File: src/mcuex_pkg.sv
// ----------------------------------------------------------------------------
// mcuex_pkg
// Shared constants and types for the mid-range instruction execute core.
// ----------------------------------------------------------------------------
`default_nettype none

package mcuex_pkg;

  localparam int unsigned PROG_WORDS_DEF  = 1024;
  localparam int unsigned STACK_DEPTH_DEF = 8;

  localparam int unsigned FILE_BYTES = 128;
  localparam int unsigned FILE_AW    = 7;
  localparam int unsigned STACK_W    = 13;

  // Status register bit positions.
  localparam int unsigned ST_C  = 0;
  localparam int unsigned ST_DC = 1;
  localparam int unsigned ST_Z  = 2;
  localparam int unsigned ST_PD = 3;
  localparam int unsigned ST_TO = 4;

  localparam logic [7:0] STATUS_RESET = 8'h18;

  typedef enum logic [1:0] {
    OUT_EXECUTED = 2'd0,
    OUT_FAULT    = 2'd1,
    OUT_HALTED   = 2'd2
  } outcome_t;

  // Byte-oriented opcode field, instruction bits 11..8.
  localparam logic [3:0] OP_MISC     = 4'h0;
  localparam logic [3:0] OP_CLR      = 4'h1;
  localparam logic [3:0] OP_SUB      = 4'h2;
  localparam logic [3:0] OP_DECF     = 4'h3;
  localparam logic [3:0] OP_OR       = 4'h4;
  localparam logic [3:0] OP_AND      = 4'h5;
  localparam logic [3:0] OP_XOR      = 4'h6;
  localparam logic [3:0] OP_ADD      = 4'h7;
  localparam logic [3:0] OP_MOVF     = 4'h8;
  localparam logic [3:0] OP_COMF     = 4'h9;
  localparam logic [3:0] OP_INCF     = 4'hA;
  localparam logic [3:0] OP_DEC_SKIP = 4'hB;
  localparam logic [3:0] OP_RRF      = 4'hC;
  localparam logic [3:0] OP_RLF      = 4'hD;
  localparam logic [3:0] OP_NIB_SWAP = 4'hE;
  localparam logic [3:0] OP_INC_SKIP = 4'hF;

  // Control words with d clear.
  localparam logic [7:0] CW_RETURN = 8'h08;
  localparam logic [7:0] CW_RETFIE = 8'h09;
  localparam logic [7:0] CW_SLEEP  = 8'h63;
  localparam logic [7:0] CW_CLRWDT = 8'h64;

  // Instruction classes, bits 13..12.
  localparam logic [1:0] GRP_BYTE = 2'b00;
  localparam logic [1:0] GRP_BIT  = 2'b01;
  localparam logic [1:0] GRP_JUMP = 2'b10;
  localparam logic [1:0] GRP_LIT  = 2'b11;

  // Bit-oriented kinds, bits 11..10.
  localparam logic [1:0] BK_BCF   = 2'd0;
  localparam logic [1:0] BK_BSF   = 2'd1;
  localparam logic [1:0] BK_BTFSC = 2'd2;
  localparam logic [1:0] BK_BTFSS = 2'd3;

endpackage

`default_nettype wire

File: src/midrange_mcu_instruction_execute_core.sv
// ----------------------------------------------------------------------------
// midrange_mcu_instruction_execute_core
// Executes one 14-bit instruction per transaction against W, STATUS, a
// 128-byte register file in synchronous RAM, the PC and a return stack.
// ----------------------------------------------------------------------------
//  channel  | direction | contents
//  s_*      | in        | instruction_word
//  m_*      | out       | next_pc, w_value, status_value, outcome
//
// The register file is read and the instruction registered at the input
// transaction; the operation then executes in the execute stage, writing
// back and registering its result in the output register, from which the
// result transaction is offered. A new instruction can be taken every cycle
// while the output is not stalled; the most recent write is forwarded to
// the read that overlaps it. Reset clears the valid bits of the register file
// at once, so no clearing pass is needed. A stalled output holds the execute
// stage, which in turn holds the input.
`default_nettype none

module midrange_mcu_instruction_execute_core #(
  parameter int unsigned PROG_WORDS  = mcuex_pkg::PROG_WORDS_DEF,
  parameter int unsigned STACK_DEPTH = mcuex_pkg::STACK_DEPTH_DEF
) (
  input  wire logic        clk,
  input  wire logic        rst,
  input  wire logic        s_tvalid,
  output logic             s_tready,
  input  wire logic [15:0] s_tdata,   // [15:0] instruction_word
  output logic             m_tvalid,
  input  wire logic        m_tready,
  output logic [31:0]      m_tdata    // [9:0] next_pc, [17:10] w_value,
                                      // [25:18] status_value, [27:26] outcome
);
  import mcuex_pkg::*;

  // PROG_WORDS is a power of two; wrapping is done by masking.
  localparam int unsigned PCW = $clog2(PROG_WORDS);
  localparam int unsigned SPW = $clog2(STACK_DEPTH);
  localparam logic [SPW-1:0] SP_LAST = SPW'(STACK_DEPTH - 1);

  // Architectural state.
  logic [PCW-1:0]   pc;
  logic [7:0]       w_reg;
  logic [7:0]       status;
  logic [SPW-1:0]   sp;
  logic [STACK_W-1:0] stack [STACK_DEPTH];

  // Register file RAM and per-entry valid bits.
  logic [7:0]          rf_mem [FILE_BYTES];
  logic [FILE_BYTES-1:0] rf_vld;
  logic [7:0]          rf_rdata;
  logic                rf_rvld;

  // Most recent write, forwarded into the execute stage.
  logic                lw_valid;
  logic [FILE_AW-1:0]  lw_addr;
  logic [7:0]          lw_data;

  // Execute stage.
  logic        ex_valid;
  logic [15:0] ir;
  logic        ex_go;
  logic        s_acc;

  // Execute results.
  logic [7:0]       fv;
  logic             rf_we;
  logic [7:0]       rf_wd;
  logic [7:0]       w_nx;
  logic [7:0]       st_nx;
  logic [PCW-1:0]   npc;
  logic             push;
  logic             pop;
  logic             fault;
  outcome_t         oc;
  logic [SPW-1:0]   sp_dec;
  logic [SPW-1:0]   sp_inc;

  assign ex_go    = ex_valid && (!m_tvalid || m_tready);
  assign s_tready = !ex_valid || ex_go;
  assign s_acc    = s_tvalid && s_tready;

  assign sp_dec = (sp == '0) ? SP_LAST : sp - 1'b1;
  assign sp_inc = (sp == SP_LAST) ? '0 : sp + 1'b1;

  always_ff @(posedge clk) begin
    if (s_acc) begin
      rf_rdata <= rf_mem[s_tdata[FILE_AW-1:0]];
      rf_rvld  <= rf_vld[s_tdata[FILE_AW-1:0]];
      ir       <= s_tdata;
    end
    if (ex_go && rf_we) begin
      rf_mem[ir[FILE_AW-1:0]] <= rf_wd;
    end
    if (ex_go && push) begin
      stack[sp] <= STACK_W'(pc + 1'b1);
    end
    if (ex_go && rf_we) begin
      lw_addr <= ir[FILE_AW-1:0];
      lw_data <= rf_wd;
    end
    if (ex_go) begin
      m_tdata <= {4'd0, oc, st_nx, w_nx, 10'(STACK_W'(npc))};
    end
  end

  always_ff @(posedge clk) begin
    if (rst) begin
      pc       <= '0;
      w_reg    <= '0;
      status   <= STATUS_RESET;
      sp       <= '0;
      rf_vld   <= '0;
      lw_valid <= 1'b0;
      ex_valid <= 1'b0;
      m_tvalid <= 1'b0;
    end else begin
      if (s_acc) begin
        ex_valid <= 1'b1;
      end else if (ex_go) begin
        ex_valid <= 1'b0;
      end
      if (ex_go) begin
        m_tvalid <= 1'b1;
      end else if (m_tready) begin
        m_tvalid <= 1'b0;
      end
      if (ex_go && !fault) begin
        pc    <= npc;
        w_reg <= w_nx;
        status <= st_nx;
        if (push) begin
          sp <= sp_inc;
        end else if (pop) begin
          sp <= sp_dec;
        end
      end
      if (ex_go && rf_we) begin
        rf_vld[ir[FILE_AW-1:0]] <= 1'b1;
        lw_valid <= 1'b1;
      end
    end
  end

  always_comb begin
    logic [13:0]    op;
    logic           d;
    logic [7:0]     lit;
    logic [7:0]     res;
    logic [7:0]     mask;
    logic [8:0]     sum;
    logic           dst;
    logic           zf;
    logic           skip;
    logic [13:0]    p1;
    logic [STACK_W-1:0] tgt;
    logic [7:0]     st;
    logic [7:0]     w;
    op   = ir[13:0];
    d    = op[7];
    lit  = op[7:0];
    res  = '0;
    sum  = '0;
    dst  = 1'b0;
    zf   = 1'b0;
    skip = 1'b0;
    push = 1'b0;
    pop  = 1'b0;
    fault = 1'b0;
    rf_we = 1'b0;
    rf_wd = '0;
    st   = status;
    w    = w_reg;
    mask = 8'd1 << op[9:7];
    p1   = 14'(pc) + 14'd1;
    tgt  = {p1[12:11], op[10:0]};
    npc  = pc + 1'b1;
    fv   = (lw_valid && lw_addr == op[FILE_AW-1:0]) ? lw_data
         : (rf_rvld ? rf_rdata : 8'd0);

    if (ir[15:14] != 2'b00) begin
      fault = 1'b1;
    end else begin
      unique case (op[13:12])
        GRP_BYTE: begin
          unique case (op[11:8])
            OP_ADD: begin
              sum = {1'b0, w_reg} + {1'b0, fv};
              res = sum[7:0];
              st[ST_DC] = ({1'b0, w_reg[3:0]} + {1'b0, fv[3:0]}) > 5'd15;
              st[ST_C]  = sum[8];
              dst = 1'b1; zf = 1'b1;
            end
            OP_SUB: begin
              res = fv - w_reg;
              st[ST_DC] = fv[3:0] >= w_reg[3:0];
              st[ST_C]  = fv >= w_reg;
              dst = 1'b1; zf = 1'b1;
            end
            OP_AND:   begin res = w_reg & fv; dst = 1'b1; zf = 1'b1; end
            OP_OR:    begin res = w_reg | fv; dst = 1'b1; zf = 1'b1; end
            OP_XOR:   begin res = w_reg ^ fv; dst = 1'b1; zf = 1'b1; end
            OP_MOVF:  begin res = fv;         dst = 1'b1; zf = 1'b1; end
            OP_COMF:  begin res = ~fv;        dst = 1'b1; zf = 1'b1; end
            OP_DECF:  begin res = fv - 8'd1;  dst = 1'b1; zf = 1'b1; end
            OP_INCF:  begin res = fv + 8'd1;  dst = 1'b1; zf = 1'b1; end
            OP_DEC_SKIP: begin
              res = fv - 8'd1; dst = 1'b1; skip = (res == 8'd0);
            end
            OP_INC_SKIP: begin
              res = fv + 8'd1; dst = 1'b1; skip = (res == 8'd0);
            end
            OP_RLF: begin
              res = {fv[6:0], status[ST_C]};
              st[ST_C] = fv[7];
              dst = 1'b1;
            end
            OP_RRF: begin
              res = {status[ST_C], fv[7:1]};
              st[ST_C] = fv[0];
              dst = 1'b1;
            end
            OP_NIB_SWAP: begin res = {fv[3:0], fv[7:4]}; dst = 1'b1; end
            OP_CLR:   begin res = 8'd0; dst = 1'b1; zf = 1'b1; end
            OP_MISC: begin
              if (d) begin
                rf_we = 1'b1;
                rf_wd = w_reg;
              end else if (op[3:0] != 4'd0) begin
                unique case (op[7:0])
                  CW_CLRWDT: begin st[ST_PD] = 1'b1; st[ST_TO] = 1'b1; end
                  CW_RETURN, CW_RETFIE: pop = 1'b1;
                  CW_SLEEP: begin st[ST_TO] = 1'b1; st[ST_PD] = 1'b0; end
                  default: fault = 1'b1;
                endcase
              end
            end
            default: fault = 1'b1;
          endcase
        end
        GRP_BIT: begin
          unique case (op[11:10])
            BK_BCF:   begin rf_we = 1'b1; rf_wd = fv & ~mask; end
            BK_BSF:   begin rf_we = 1'b1; rf_wd = fv | mask; end
            BK_BTFSC: skip = (fv & mask) == 8'd0;
            default:  skip = (fv & mask) != 8'd0;
          endcase
        end
        GRP_JUMP: begin
          push = !op[11];
          npc  = tgt[PCW-1:0];
        end
        default: begin
          if (op[11:9] == 3'b111) begin
            sum = {1'b0, w_reg} + {1'b0, lit};
            res = sum[7:0];
            st[ST_DC] = ({1'b0, w_reg[3:0]} + {1'b0, lit[3:0]}) > 5'd15;
            st[ST_C]  = sum[8];
            w = res; zf = 1'b1;
          end else if (op[11:8] == 4'h9) begin
            res = w_reg & lit; w = res; zf = 1'b1;
          end else if (op[11:8] == 4'h8) begin
            res = w_reg | lit; w = res; zf = 1'b1;
          end else if (op[11:8] == 4'hA) begin
            res = w_reg ^ lit; w = res; zf = 1'b1;
          end else if (op[11:10] == 2'b00) begin
            w = lit;
          end else if (op[11:10] == 2'b01) begin
            w = lit; pop = 1'b1;
          end else if (op[11:10] == 2'b11) begin
            res = lit - w_reg;
            st[ST_DC] = lit[3:0] >= w_reg[3:0];
            st[ST_C]  = lit >= w_reg;
            w = res; zf = 1'b1;
          end else begin
            fault = 1'b1;
          end
        end
      endcase
    end

    if (dst) begin
      if (d) begin
        rf_we = 1'b1;
        rf_wd = res;
      end else begin
        w = res;
      end
    end
    if (zf) begin
      st[ST_Z] = (res == 8'd0);
    end
    if (skip) begin
      npc = pc + 2'd2;
    end
    if (pop) begin
      npc = stack[sp_dec][PCW-1:0];
    end
    oc = OUT_EXECUTED;
    if (fault) begin
      rf_we = 1'b0;
      push  = 1'b0;
      pop   = 1'b0;
      w     = w_reg;
      st    = status;
      npc   = pc;
      oc    = OUT_FAULT;
    end else if (!st[ST_PD]) begin
      npc = pc;
      oc  = OUT_HALTED;
    end
    w_nx  = w;
    st_nx = st;
  end

  // A faulting instruction leaves W and STATUS untouched.
  a_fault_keeps_w: assert property (@(posedge clk) disable iff (rst)
    ex_go && fault |=> w_reg == $past(w_reg) && status == $past(status))
    else $error("fault changed W or STATUS");

  // A halted result holds the program counter.
  a_halt_holds_pc: assert property (@(posedge clk) disable iff (rst)
    ex_go && oc == OUT_HALTED |=> pc == $past(pc))
    else $error("halted step moved the PC");

  // A register file write by an executing instruction marks its entry valid.
  a_write_in_exec: assert property (@(posedge clk) disable iff (rst)
    rf_we && !fault && ex_go |=> rf_vld[$past(ir[FILE_AW-1:0])])
    else $error("register file write not recorded");

  // With the execute stage empty the input is always ready.
  a_ready_when_empty: assert property (@(posedge clk) disable iff (rst)
    !ex_valid |-> s_tready)
    else $error("input stalled with empty execute stage");

endmodule

`default_nettype wire

File: config.mk
export PLATFORM = sky130hd
export DESIGN_NAME = midrange_mcu_instruction_execute_core
export DESIGN_NICKNAME = d
export VERILOG_FILES = /design/src/mcuex_pkg.sv /design/src/midrange_mcu_instruction_execute_core.sv
export SDC_FILE = /design/constraint.sdc
export NUM_CORES = 2
export LEC_CHECK = 0
export BUFFER_PORTS_ARGS = -buffer_cell sky130_fd_sc_hd__buf_2
export CORE_UTILIZATION = 50
export DETAILED_ROUTE_END_ITERATION = 7
export PLACE_DENSITY = 0.67
export SKIP_LAST_GASP = 1
export SLEW_MARGIN = 20
export SYNTH_ARGS = -nofsm -noshare
export SYNTH_HDL_FRONTEND = slang
export SYNTH_SLANG_ARGS = --single-unit
File: constraint.sdc
create_clock -name clk -period 17 [get_ports clk]
set_input_delay 1.7 -clock clk [delete_from_list [all_inputs] [get_ports clk]]
set_output_delay 1.7 -clock clk [all_outputs]
set_load 0.01 [all_outputs]
Yosys cells after proc, flatten, opt, wreduce, memory -nomap -nowiden. Memory sizes are Yosys's and may differ from the RTL's. A register that Yosys moved wholly into a read port is not among the register bits. Cells that the tools add are included.

$add $sub $neg: 13. Order comparisons: 9. Equal/unequal tests: 27. Shift-type cells: 1. Multiplexer cells: 127. Bitwise logic cells: 12. Reduce and logical (&&, ||, !) cells: 37.

Operator list (number): $mux 8 (27); $or 128x128->128 (1); $pmux 8 s12 (1); $mux 10 (6); $mux 1 (58); $pmux 8 s2 (3); $and 8x8->8 (4); $eq 4x4->1 const B (8); $logic_not 8->1 (4); $mux 2 (14); $or 8x8->8 (3); $add 8x8->9 (2); $eq 4x3->1 const B (4); $eq 8x4->1 const B (2); $eq 8x7->1 const B (2); $ge 8x8->1 (2); $lt 7x8->1 const B (2); $not 8->8 (2); $pmux 1 s2 (8); $sub 8x8->8 (2); $xor 8x8->8 (2); $reduce_or 15->1 (1); $mux 3 (4); $add 10x1->11 const B (1); 36 further kinds (63).

Bits in registers: 220. Memory bits (writable): 1112. Input bits: 20. Output and inout bits: 34. Logic and storage cells: 242. Memories: 2.

Memory list: rf_mem (depth 128, width 8, read ports 1, clocked after Yosys merged registers in 1, write ports 1, RTL line midrange_mcu_instruction_execute_core.sv:49) `logic [7:0] rf_mem [FILE_BYTES];`; stack (depth 8, width 11, read ports 1, clocked after Yosys merged registers in 0, write ports 1, RTL line midrange_mcu_instruction_execute_core.sv:46) `logic [STACK_W-1:0] stack [STACK_DEPTH];`.

Longest topological paths before layout.
Word-level depth: 14. Mapped depth: 18. Mapped depth without buffers: 16.

Worst setup path before layout. OpenSTA, ideal clock, no wires.

Path type: reg-to-reg. Start point: register ir[1]. End point: register lw_data[1] (data pin). Setup time: 1.204 ns. Arrival: 6.897 ns. Data required time: 15.796 ns. Setup slack: 8.898 ns. Stages on the path, launching flop included: 10. Path buffers: 1. Clock period less this slack: 8.102 ns. Cells stage by stage: edfxtp_1 > buf_2 > xnor2_2 > nand4_1 > nor3_1 > nor2_1 > a21oi_1 > a31oi_1 > a2bb2oi_1 > o21ai_0.

Word-level cells in the longest chain between the ends: 12. Elaborated cells between the ends (all ways): 33. Classes of those cells: 6 x add/sub; 1 x eq/ne; 16 x mux; 9 x bitwise; 1 x reduce/logical.

RTL lines: start: declaration (RTL line midrange_mcu_instruction_execute_core.sv:61) `logic [15:0] ir;`; start signal: assignment (RTL line midrange_mcu_instruction_execute_core.sv:90) `ir <= s_tdata;`; $sub 8x8->8 (RTL line midrange_mcu_instruction_execute_core.sv:271) `res = lit - w_reg;`; $mux 8 (RTL line midrange_mcu_instruction_execute_core.sv:270) `end else if (op[11:10] == 2'b11) begin`; $mux 8 (RTL line midrange_mcu_instruction_execute_core.sv:268) `end else if (op[11:10] == 2'b01) begin`; $mux 8 (RTL line midrange_mcu_instruction_execute_core.sv:266) `end else if (op[11:10] == 2'b00) begin`; $mux 8 (RTL line midrange_mcu_instruction_execute_core.sv:264) `end else if (op[11:8] == 4'hA) begin`; $mux 8 (RTL line midrange_mcu_instruction_execute_core.sv:262) `end else if (op[11:8] == 4'h8) begin`; $mux 8 (RTL line midrange_mcu_instruction_execute_core.sv:260) `end else if (op[11:8] == 4'h9) begin`; $mux 8 (RTL line midrange_mcu_instruction_execute_core.sv:254) `if (op[11:9] == 3'b111) begin`; $pmux 8 s2 (RTL line midrange_mcu_instruction_execute_core.sv:184) `unique case (op[13:12])`; $mux 8 (RTL line midrange_mcu_instruction_execute_core.sv:181) `if (ir[15:14] != 2'b00) begin`; $mux 8 (RTL line midrange_mcu_instruction_execute_core.sv:283) `if (d) begin`; $mux 8 (*) (RTL line midrange_mcu_instruction_execute_core.sv:282) `if (dst) begin`; named net rf_wd[1] (RTL line midrange_mcu_instruction_execute_core.sv:68) `logic [7:0] rf_wd;`; end signal: assignment (RTL line midrange_mcu_instruction_execute_core.sv:100) `lw_data <= rf_wd;`; end: declaration (RTL line midrange_mcu_instruction_execute_core.sv:57) `logic [7:0] lw_data;`.

Mark *: on every way through the listed nets, which the timed path passes. The rest lies on a longest branch. A chain may end at the register's enable or synchronous reset.

Worst setup path after layout.
Start point: register ir[2]. End point: memory rf_mem[30][6] (data pin).

Word-level cells in the longest chain between the ends: 12. Elaborated cells between the ends (all ways): 30. Classes of those cells: 6 x add/sub; 1 x eq/ne; 16 x mux; 6 x bitwise; 1 x reduce/logical.

RTL lines (RTL line): $sub 8x8->8 (midrange_mcu_instruction_execute_core.sv:271); $mux 8 (midrange_mcu_instruction_execute_core.sv:270); $mux 8 (midrange_mcu_instruction_execute_core.sv:268); $mux 8 (midrange_mcu_instruction_execute_core.sv:266); $mux 8 (midrange_mcu_instruction_execute_core.sv:264); $mux 8 (midrange_mcu_instruction_execute_core.sv:262); $mux 8 (midrange_mcu_instruction_execute_core.sv:260); $mux 8 (midrange_mcu_instruction_execute_core.sv:254); $pmux 8 s2 (midrange_mcu_instruction_execute_core.sv:184); $mux 8 (midrange_mcu_instruction_execute_core.sv:181); $mux 8 (midrange_mcu_instruction_execute_core.sv:283); $mux 8 (*) (midrange_mcu_instruction_execute_core.sv:282); named net rf_wd[6] (midrange_mcu_instruction_execute_core.sv:68); end: declaration (midrange_mcu_instruction_execute_core.sv:49).

Marked as above.

==> flow_metrics.env <==
export IMPL_status="complete, no violations"
export IMPL_antenna_left=0
export IMPL_grt_pass1_vias=32219
export IMPL_cpPeakStageDelay_ns=0.72
export IMPL_antenna_found_initial=2
export IMPL_place_ws_ns=10.55
export IMPL_yosys_warnings=0
export IMPL_p_int_w=0.00528
export IMPL_maxCapViolations=0
export IMPL_pwr_share_seq=0.521
export IMPL_slowest_stage="buf_4"
export IMPL_relSlewSlack=0.258
export IMPL_cts_sinks=1326
export IMPL_finalSetupViolCount=0
export IMPL_core_area_mm2=0.113
export IMPL_largest_register_ff_count=1024
export IMPL_fillers=8617
export IMPL_port_buffers=46
export IMPL_cts_htree_levels=4
export IMPL_first_iter_violations=4281
export IMPL_finalHoldViolCount=0
export IMPL_arrival_ns=6.82
export IMPL_grtUsageMet3=0.0596
export IMPL_switching_share=0.218
export IMPL_grt_util_met2=0.394
export IMPL_grt_busiest_layer="met2"
export IMPL_use_met1=0.371
export IMPL_path_cells="xnor2_1, nand4_1, o21ai_0, nand2_1, ha_1, inv_1, fa_1, o21bai_1, a21oi_1, nor2_1, or4_1, a21oi_1, a2111oi_0, a221oi_1, nand2_1, o21ai_4, buf_4, buf_4"
export IMPL_final_setup_tns_ns=0
export IMPL_synth_most_common_cell="edfxtp_1"
export IMPL_grt_usage=0.259
export IMPL_pwr_share_comb=0.047
export IMPL_ys_seq_area_frac=0.672
export IMPL_ff_latch_area_mm2=0.0382
export IMPL_diodes=0
export IMPL_path_max_fanout=67
export IMPL_synth_area_leaders="edfxtp_1, mux4_2, dfxtp_1"
export IMPL_synth_ff_type="edfxtp_1"
export IMPL_drive_above_1_share=0.216
export IMPL_clkTransAtPathRegs_ns=0.06
export IMPL_layout_nets=3571
export IMPL_ctsResizeCount=0
export IMPL_skew_ns=0.0307
export IMPL_syn_to_final_growth_pct=11.1
export IMPL_num_vias=32958
export IMPL_crit_type="flop to flop"
export IMPL_worst_slack_ns=10.61
export IMPL_worstMarginPinSlew_ns=1.11
export IMPL_cts_buffers=137
export IMPL_cts_setup_buffers=0
export IMPL_postPlaceCellArea_mm2=0.0589
export IMPL_syn_inst=3463
export IMPL_synthTopCellsByCount="edfxtp_1, mux4_2, nor2_1"
export IMPL_max_freq_mhz=157
export IMPL_leakage_nw=22.3
export IMPL_wl_per_cell_um=29.1
export IMPL_dr_pass1_iters=8
export IMPL_stdcell_area_mm2=0.0632
export IMPL_yosys_area_top_type_share=0.617
export IMPL_vias_per_cell=6.46
export IMPL_ys_ff_latch=1326
export IMPL_grt_first_pass_wirelength_um=221000
export IMPL_synth_async_reset_ratio=0
export IMPL_clkPwrFrac=0.432
export IMPL_holdBufCountCts=0
export IMPL_syn_avg_cell_area_um2=16.4
export IMPL_dieWidth_um=339
export IMPL_root_buffer="clkbuf_16"
export IMPL_rows=123
export IMPL_synth_cell_types=87
export IMPL_finalWirelength_um=148000
export IMPL_post_route_period_util=0.376
export IMPL_cellPowerDensity_mw_per_mm2=107
export IMPL_drc_errors=0
export IMPL_cp_end_kind="flop"
export IMPL_io_pins=54
export IMPL_hp_class="flop to flop"
export IMPL_synth_largest_area_cell="edfxtp_1"
export IMPL_die_area_mm2=0.115
export IMPL_hpwl_um=91900
export IMPL_rsz0062_at_grt="no"
export IMPL_ir_worst_vdd_v=0.000114
export IMPL_hold_ws_ns=0.446
export IMPL_synth_cell_area_mm2=0.0569
export IMPL_place_congestion=1.03
export IMPL_critPathLaunchType="flop"
export IMPL_grt_start_max_net_pins=135
export IMPL_cts_tree="yes"
export IMPL_post_route_min_period_ns=6.39
export IMPL_die_height_um=339
export IMPL_power_switching_w=0.00147
export IMPL_multi_input_area_mm2=0.0178
export IMPL_synth_edf_count=1169
export IMPL_start_util=0.505
export IMPL_cts_buffer_depth=3
export IMPL_cp_required_ns=17.43
export IMPL_final_util=0.561
export IMPL_clock_latency_ns=0.76
export IMPL_slew_viol_final=0
export IMPL_grt_overflow_total=0
-- final cells by class --
type	instances	area share
Clock buffer	168	0.0576
Clock inverter	79	0.0111
Inverter	58	0.00344
Multi-Input combinational cell	1860	0.281
Sequential cell	1326	0.605
Tap cell	1500	0.0297
Timing Repair Buffer	110	0.0121
-- layer usage --
metal | wire (um) | up-vias
met3 | 15100 | 373
met5 | 13 | -
met2 | 68600 | 1858
met1 | 59400 | 16861
li1 | - | 13864
met4 | 5280 | 2
-- layout by cell type, fill, tap and decap left out, types with 23 or more instances in the layout --
| cell | Yosys | routed |
|---|---|---|
| a211oi_1 | 27 | 27 |
| a21oi_1 | 204 | 204 |
| a31oi_1 | 27 | 27 |
| buf_2 | 4 | 41 |
| buf_4 | 9 | 64 |
| clkbuf_1 | 166 | 26 |
| clkbuf_16 | 0 | 141 |
| clkinv_1 | 2 | 31 |
| dfxtp_1 | 157 | 157 |
| edfxtp_1 | 1169 | 1169 |
| ha_1 | 54 | 54 |
| inv_1 | 51 | 51 |
| mux2i_1 | 23 | 23 |
| mux4_2 | 400 | 400 |
| nand2_1 | 143 | 143 |
| nand3_1 | 48 | 43 |
| nor2_1 | 392 | 386 |
| nor3_1 | 45 | 40 |
| o21ai_0 | 101 | 98 |
| xnor2_1 | 42 | 42 |
-- worst paths after layout --
check / from / to / slack [ns] / cells past startpoint
setup / recovery: ir[2] / rf_mem[30][6] / 10.61 / 18
hold / removal: status[4] / status[4] / 0.45 / 2
setup reg to reg: ir[2] / rf_mem[30][6] / 10.61 / 18
hold reg to reg: status[4] / status[4] / 0.45 / 2
-- power by group through the flow --
stage	clock network [W]	registers (W)	logic [W]
2_1_floorplan	0	0.00358	0.000212
3_3_place_gp	0	0.00359	0.000312
3_5_place_dp	0	0.00359	0.000311
4_1_cts	0.00295	0.00352	0.000313
5_1_grt	0.00308	0.00352	0.000333
6_report	0.00291	0.00352	0.000317
-- cells by family (layout without fill, tap and decap cells) --
group / Yosys count / count (layout) / share of synthesized area
other cells: 1 / 7 / 0.0000659
buf+inv: 283 / 415 / 0.0197
mux: 448 / 448 / 0.168
fa+ha+maj: 58 / 58 / 0.0133
flops: 1326 / 1326 / 0.672
compound gates: 531 / 531 / 0.0582
xor+xnor: 56 / 56 / 0.00888
simple gates: 760 / 760 / 0.0595
-- metrics by stage --
stage          total power [W]  cells
5_1_grt                0.00693   5101
2_1_floorplan          0.00379   3469
3_3_place_gp           0.00390   4854
4_1_cts                0.00678   5101
3_5_place_dp           0.00390   4854
6_report               0.00675   5101
-- worst max-delay path: cells and delay by family (launching register included) --
family          cells  cell delay, ns
flops               1            0.64
fa+ha+maj           2            0.52
compound gates      7            1.73
xor+xnor            1            0.38
buf+inv             3            1.37
simple gates        5            1.30
Note: power is estimated with default switching activity, not from simulation.
